==> config.mk <==
export PLATFORM = sky130hd
export DESIGN_NAME = edsw_cell
export DESIGN_NICKNAME = d
export VERILOG_FILES = /design/src/rtl/edsw_pkg.sv /design/src/rtl/edsw_cell.sv
export SDC_FILE = /design/constraint.sdc
export NUM_CORES = 1
export LEC_CHECK = 0
export BUFFER_PORTS_ARGS = -buffer_cell sky130_fd_sc_hd__clkbuf_2
export CAP_MARGIN = 0
export CORE_MARGIN = 5
export CORE_UTILIZATION = 45
export CTS_CLUSTER_DIAMETER = 50
export DETAILED_ROUTE_END_ITERATION = 8
export PLACE_DENSITY = 0.8
export SETUP_SLACK_MARGIN = 0.1
export SLEW_MARGIN = 30
export SYNTH_ARGS = -nofsm -noshare
export SYNTH_HDL_FRONTEND = slang
export SYNTH_SLANG_ARGS = --single-unit
==> constraint.sdc <==
create_clock -name clock -period 9.5 [get_ports clock]
set_input_delay 0.475 -clock clock [delete_from_list [all_inputs] [get_ports clock]]
set_output_delay 0.475 -clock clock [all_outputs]
set_load 0.02 [all_outputs]
==> src/rtl/edsw_pkg.sv <==
// Shared types, constants and helpers for the edit distance with swap unit.
package edsw_pkg;

   localparam int MAX_LEN  = 64;
   localparam int LEN_W    = $clog2(MAX_LEN + 1);
   localparam int VAL_W    = LEN_W + 1;
   localparam int UNIT_W   = 16;
   localparam int DIST_W   = 8;
   localparam int DRAIN_W  = $clog2(MAX_LEN + 2);
   localparam int SAT_W    = VAL_W + DIST_W;
   localparam int DIST_MAX = (1 << DIST_W) - 1;

   localparam logic [1:0] FUNC_FIRST  = 2'd0;
   localparam logic [1:0] FUNC_SECOND = 2'd1;
   localparam logic [1:0] FUNC_FINISH = 2'd2;

   // Row update travelling along the cell chain.
   typedef struct packed {
      logic              go;
      logic              init;
      logic              swap_ok;
      logic [UNIT_W-1:0] unit;
      logic [UNIT_W-1:0] prev_unit;
      logic [VAL_W-1:0]  fresh;
      logic [VAL_W-1:0]  last;
      logic [VAL_W-1:0]  before_own;
      logic [VAL_W-1:0]  before_left;
      logic [UNIT_W-1:0] word;
      logic [VAL_W-1:0]  res;
   } wave_type;

   // First-word unit broadcast to the cells.
   typedef struct packed {
      logic              en;
      logic [LEN_W-1:0]  index;
      logic [UNIT_W-1:0] unit;
   } load_type;

   function automatic logic [DIST_W-1:0] sat_dist(input logic [VAL_W-1:0] v);
      logic [SAT_W-1:0] w;
      w = SAT_W'(v);
      if (w > SAT_W'(DIST_MAX)) begin
         return DIST_W'(DIST_MAX);
      end
      return w[DIST_W-1:0];
   endfunction

endpackage

==> src/rtl/edsw_cell.sv <==
// One column of the distance row: holds a first-word unit and two row entries.
module edsw_cell (
   input  logic                      clock,
   input  logic                      reset,
   input  logic [edsw_pkg::LEN_W-1:0] cell_index,
   input  logic [edsw_pkg::LEN_W-1:0] first_len,
   input  edsw_pkg::load_type        load,
   input  edsw_pkg::wave_type        left,
   output edsw_pkg::wave_type        right
);
   import edsw_pkg::*;

   logic [UNIT_W-1:0] word_ff;
   logic [VAL_W-1:0]  last_ff;
   logic [VAL_W-1:0]  last_in;
   logic [VAL_W-1:0]  before_ff;
   wave_type          out_ff;
   wave_type          out_in;

   logic [VAL_W-1:0]  last_eff;
   logic [VAL_W-1:0]  del_term;
   logic [VAL_W-1:0]  ins_term;
   logic [VAL_W-1:0]  sub_term;
   logic [VAL_W-1:0]  swap_term;
   logic [VAL_W-1:0]  best;

   always_comb begin
      last_eff  = left.init ? VAL_W'(cell_index) : last_ff;
      del_term  = last_eff + VAL_W'(1);
      ins_term  = left.fresh + VAL_W'(1);
      sub_term  = left.last + VAL_W'(word_ff != left.unit);
      swap_term = left.before_left + VAL_W'(1) + VAL_W'(left.word != word_ff)
                  + VAL_W'(left.prev_unit != left.unit);
      best = (del_term < ins_term) ? del_term : ins_term;
      if (sub_term < best) begin
         best = sub_term;
      end
      if ((cell_index > LEN_W'(2)) && left.swap_ok && (swap_term < best)) begin
         best = swap_term;
      end
      last_in = best;
   end

   always_comb begin
      out_in             = left;
      out_in.fresh       = last_in;
      out_in.last        = last_eff;
      out_in.before_own  = before_ff;
      out_in.before_left = left.before_own;
      out_in.word        = word_ff;
      out_in.res         = (cell_index == first_len) ? last_in : left.res;
   end

   always_ff @(posedge clock) begin
      if (load.en && (load.index == cell_index)) begin
         word_ff <= load.unit;
      end
      if (left.go) begin
         last_ff   <= last_in;
         before_ff <= last_eff;
      end
   end

   always_ff @(posedge clock) begin
      if (reset) begin
         out_ff.go <= 1'b0;
      end else begin
         out_ff <= out_in;
      end
   end

   assign right = out_ff;

endmodule

==> metrics.txt, run 1 <==
status complete, no violations; Worst Tran Pin Value 0.847 ns; clk_skew ~0.009 ns; Clock Latency Late Sink 0.41 ns; CP Capture Type flop; final worst slack 2.65 ns; number of synthesized register bits between 100 and 150; Hold Buf Count CTS 0; EDFF count, synth 122; Fill cells 1069; Netlist Area Pre-Place ~6100 um2; Antenna Nets Post-Route 0; total area of sequential cells 3680 um2; final hold vios 0; most frequent cells in the layout clkbuf_2, edfxtp_1, xor2_1, xnor2_1; power per cell area 232 nW/um2; total congestion overflow 0; vias in the first global route 4606; DR iter-0 viols 370; ys flop type edfxtp_1; DP HPWL 13000 um; Hold Path Class in2reg; Resized cells post-CTS 0; share of the yosys chip area belonging to registers 60.8%; Area Overhead vs Synth 30.9%; Initial Util 45.7%; Max Cap Viol 0; setup TNS 0 ns; post-route DRC violation count 0; asr flop ratio synth 0%; Die Y about 130 um; CTS buffer count 17; Ports 222; most common cell after layout, fill and taps aside clkbuf_2; post-synthesis cell count between 400 and 500; LEAKAGE 0.00339 uW; fin. max-slew vios 0; CTS tree built; Total Power 1840 uW; die area 15900 um2; slew margin rel. 43.5%; clk slew on worst S/H paths 0.05 ns; largest net degree at the start of global routing just over 90; Tot GR Track Use ~21%; initial antenna violation count 0; Finished Core Util 59.9%; Placer Congestion approximately 0.89; Yosys warning count 0; Yosys cell types 49; Syn Nets 584; post-CTS setup buffers 0; Clock Tree Root clkbuf_16; WHS between 0.2 and 0.25 ns; # H-tree levels 4; Core Area 13200 um2; Crit path required time 9.78 ns; Mapped Avg Cell Area 14.3 um2; fraction of layout cells with a size suffix above 1 between 40 and 50%; buffer levels on the longest clock path 2; Die W 126 um; buffers added on ports 221; vias per cell roughly 5.2; max incr delay on CP 0.48 ns; setup violators final 0; pre-CTS setup slack 2.29 ns; DRT Pass-1 Iters 5; RSZ-0062 raised after global routing false; Worst EP arrival 7.13 ns; CP Max Fanout 21; wire per inst between 15 and 20 um; CTS sink count 123; Vias 4445; global-route wire length before repair 25200 um; WL final 16500 um; final-stage net count 821; Antenna Cells 0; area of the multi-input gates about 2200 um2; crit path max-delay cell type a211oi_1; FP Rows 42; Peak VDD IR 0.129 mV; WS Path Type in2reg; Final Critical Period 6.85 ns; critical path launch point type input pin; Hold Path Depth 1; Tcrit/Tclk final ~72%; worst-case reg-to-reg path depth 24; maximum clock frequency 146 MHz
[synthesized netlist by cell type, types with 7 or more instances]
cell type    n  area [um2]
nor2_1       7        26.3
inv_1       29         109
xor2_1      45         394
a21oi_1     13        65.1
mux2i_1     18         180
nor4_1      11        68.8
mux2_2      14         158
xnor2_1     39         342
edfxtp_1   122        3660
nand4_1     13        81.3
ha_1        28         350
nand3_1     13        65.1
nand2_1     10        37.5
[cell type report]
cell class | count | area share (%)
Clock buffer | 19 | 5.46
Clock inverter | 13 | 1.58
Timing Repair Buffer | 224 | 14.3
Sequential cell | 123 | 46.4
Inverter | 29 | 1.39
Multi-Input combinational cell | 266 | 28.1
Tap cell | 176 | 2.78
[path summary, 6_finish.rpt]
path | from | end | slack (ns)
setup / recovery | left[89] | right[7] | 2.65
hold / removal | load[14] | word_ff[14] | 0.24
setup reg to reg | last_ff[2] | right[7] | 2.72
hold reg to reg | before_ff[2] | right[34] | 0.41
[registers in the layout, summed over array words and instances (netlist names)]
name,count
right,91
last_ff,8
before_ff,8
word_ff,16
[worst max-delay path: cells and delay by family]
kind                       cells  cell delay (ns)
AOI/OAI and AO/OA              9             2.10
buffers and inverters          2             0.35
muxes                          5             1.68
adders and majority gates      3             0.91
and+or+nand+nor                6             1.61
[stage by stage]
step / instance area, um2 / instances
5_1_grt: 7930 / 850
6_report: 7930 / 850
3_3_place_gp: 7370 / 818
4_1_cts: 7930 / 850
2_1_floorplan: 6060 / 424
3_5_place_dp: 7370 / 818
[logic make-up after synthesis]
group / after synthesis / synth area share, %
buf+inv: 35 / 2.46
xor+xnor: 84 / 12.1
compound gates: 37 / 4.38
fa+ha+maj: 29 / 6.11
mux: 35 / 6.30
simple gates: 81 / 7.81
flops: 123 / 60.8
[routing by layer]
| layer | track usage, % | up-vias | share of wire [%] |
|---|---|---|---|
| met5 | 0 | - | 0 |
| met3 | 5.63 | 25 | 7.1 |
| li1 | - | 2072 | - |
| met1 | 26.2 | 2143 | 41 |
| met2 | 34.2 | 205 | 50 |
| met4 | 7.57 | 0 | 1.8 |
[where the power goes]
| group | leakage, uW | internal, uW | switching (uW) | total, uW |
|---|---|---|---|---|
| registers | 0.00119 | 686 | 31.9 | 718 |
| clock network | 0.000274 | 383 | 228 | 611 |
| logic | 0.00193 | 198 | 309 | 507 |
(Power assumes the default switching activity.)
==> run 2, diff against run 1 <==
--- a/config.mk
+++ b/config.mk
@@ -5,13 +5,14 @@
 export SDC_FILE = /design/constraint.sdc
 export NUM_CORES = 1
 export LEC_CHECK = 0
+export ABC_AREA = 1
 export BUFFER_PORTS_ARGS = -buffer_cell sky130_fd_sc_hd__clkbuf_2
 export CAP_MARGIN = 0
 export CORE_MARGIN = 5
 export CORE_UTILIZATION = 45
 export CTS_CLUSTER_DIAMETER = 50
 export DETAILED_ROUTE_END_ITERATION = 8
-export PLACE_DENSITY = 0.8
+export PLACE_DENSITY = 0.83
 export SETUP_SLACK_MARGIN = 0.1
 export SLEW_MARGIN = 30
 export SYNTH_ARGS = -nofsm -noshare
==> constraint.sdc (replaced) <==
create_clock -name clock -period 6.3 [get_ports clock]
set_input_delay 0.315 -clock clock [delete_from_list [all_inputs] [get_ports clock]]
set_output_delay 0.315 -clock clock [all_outputs]
set_load 0.02 [all_outputs]
==> run 2 against run 1 <==
Compared with the run above:
- total power grew 50%
- synthesized cell count rose by 18%
- non-clock buffer count grew 1
- clock power up 51%
- sequential share of layout area shrank 0.11 points
- critical endpoint is now right[54]
- highest routed layer unchanged
==> metrics.txt, run 2 <==
status complete, no violations; clk_skew 0.00693 ns; clk slew on worst S/H paths ~0.05 ns; fin. max-slew vios 0; buffers added on ports 221; Tcrit/Tclk final between 80% and 90%; asr flop ratio synth 0%; # H-tree levels 4; critical path launch point type flop; wire per inst 17.4 um; WHS 0.0892 ns; largest area contributor in the netlist edfxtp_1; total congestion overflow 0; Tot GR Track Use 20.6%; setup TNS 0 ns; Worst Tran Pin Value about 0.85 ns; FP Rows between 40 and 50; buffer levels on the longest clock path 2; die area 15800 um2; WL final ~16000 um; final-stage net count around 900; share of the synthesized area in the top cell type 60.8%; Final Critical Period 5.49 ns; Mapped Avg Cell Area approximately 12 um2; DR iter-0 viols around 370; CTS sink count 123; Initial Util 45.7%; clock power share 33.5%; Max Cap Viol 0; Clock Latency Late Sink 0.40 ns; Hold Buf Count CTS 0; worst path bufs/invs 3; Yosys warning count 0; Die W ~130 um; share of the yosys chip area belonging to registers 61.1%; most common cell after layout, fill and taps aside clkbuf_2; WS Path Type reg2reg; Int Power 1910 uW; Syn Nets about 660; Total Power 2760 uW; setup violators final 0; switch share between 30% and 40%; CTS buffer count 17; Die Y 126 um; Antenna Nets Post-Route 0; power share of the combinational group 27.5%; maximum clock frequency approximately 180 MHz; global-route wire length before repair 24800 um; DRT Pass-1 Iters 4; Yosys cell types 30; largest net degree at the start of global routing 91; Largest register FFs 91; EDFF count, synth 122; Netlist Area Pre-Place 6020 um2; fraction of layout cells with a size suffix above 1 36.6%; number of synthesized register bits roughly 120; Crit. path cell count 28; CP top delay family compound AO/OA/AOI/OAI gates; Sequential Power Share 39.0%; Clock Tree Root clkbuf_16; LEAKAGE between 0.003 and 0.004 uW; RSZ-0062 raised after global routing false; post-synthesis cell count 502; CTS tree built; vias in the first global route 4602; Antenna Cells 0; Area Overhead vs Synth 31.9%; crit path max-delay cell type edfxtp_1; Resized cells post-CTS 0; Worst EP arrival roughly 5.6 ns; worst setup path start last_ff[1]; most frequent cells in the layout clkbuf_2, edfxtp_1, nand2_1, inv_1, xor2_1; R2R Setup Slk 0.81 ns; Vias between 4000 and 5000; leading cell types by count after synthesis edfxtp_1, nand2_1, inv_1, xor2_1, xnor2_1; post-route DRC violation count 0; Peak VDD IR 0.178 mV; worst r2r src last_ff[1]; post-CTS setup buffers 0; slew margin rel. 43.6%; worst-case reg-to-reg path depth 28; CP Max Fanout 15; vias per cell slightly below 5; initial antenna violation count 0; Ports 222; RR Endpoint right[54]; DP HPWL approximately 13000 um; max incr delay on CP 0.39 ns; final hold vios 0; CP Capture Type flop; P_sw 844 uW; ys flop type edfxtp_1; power per cell area 347 nW/um2; Placer Congestion 0.958; Hold Path Class in2reg; Core Area 13200 um2; most frequent cell after synthesis edfxtp_1; top cells by area, synth edfxtp_1, xor2_1, ha_1; Setup crit end right[54]; Crit path required time 6.45 ns
-- run 2: cell count changes after synthesis, moves of 14 or more --
cell     change
inv_1       +25
mux2_2      -14
mux2i_1     -18
nand2_1     +66
nand2_2     +16
nand3_1     +16
o21ai_0     +18
-- run 2: cells by family after synthesis --
| family | share of synthesized area (%) |
|---|---|
| compound gates | 3.38 |
| xor+xnor | 10.9 |
| fa+ha+maj | 6.15 |
| buf+inv | 3.57 |
| flops | 61.1 |
| simple gates | 14.8 |
-- run 2: power groups by stage --
stage	clock [uW]	combinational (uW)	sequential (uW)
floorplan	0	435	1160
global placement	0	729	1090
detailed placement	0	755	1090
CTS	936	758	1080
global route	979	852	1080
finish	923	759	1070
-- run 2: stage by stage --
| stage | area, um2 | util (%) | setup WS [ns] | cells |
|---|---|---|---|---|
| 2_1_floorplan | 6020 | - | 0.565 | 502 |
| 3_3_place_gp | 7380 | 55.9 | 0.574 | 901 |
| 3_5_place_dp | 7380 | 56.0 | 0.333 | 901 |
| 4_1_cts | 7940 | 60.2 | 0.653 | 931 |
| 5_1_grt | 7950 | 60.3 | 0.202 | 931 |
| 6_report | 7950 | 60.3 | 0.812 | 931 |
-- run 2: worst register-to-register path, delay by kind of cell (launching register included) --
family / cells / cell delay, ns
compound gates: 6 / 1.60
simple gates: 14 / 1.55
fa+ha+maj: 4 / 1.13
flops: 1 / 0.39
buf+inv: 3 / 0.37
xor+xnor: 1 / 0.21
-- run 2: how the worst min path moves through the flow --
| stage | startpoint | endpoint | slack, ns | depth (start not counted) |
|---|---|---|---|---|
| finish | load[11] | word_ff[11] | 0.09 | 1 |
| global route | load[11] | word_ff[11] | 0.07 | 1 |
| CTS | left[38] | right[30] | 0.07 | 1 |
| detailed placement | before_ff[6] | right[38] | 0.41 | 0 |
| global placement | before_ff[0] | right[32] | 0.40 | 0 |
| floorplan | reset | right[90] | 0.39 | 1 |
-- run 2: per-layer routing --
metal	vias to the layer above	track usage [%]	wire length, um
met5	-	0	0
met4	0	8.48	425
met3	29	4.83	1230
met2	194	35.8	8280
met1	2078	24.6	6300
li1	2225	-	-
-- run 2: layout make-up --
| class | count | area [um2] |
|---|---|---|
| flip-flops and latches | 123 | 3680 |
| clock buffers | 18 | 429 |
| well taps | 176 | 220 |
| fillers | 1042 | 5240 |
| clock inverters | 12 | 131 |
| inverters | 55 | 208 |
| multi-input cells | 322 | 2140 |
| repair buffers | 225 | 1140 |
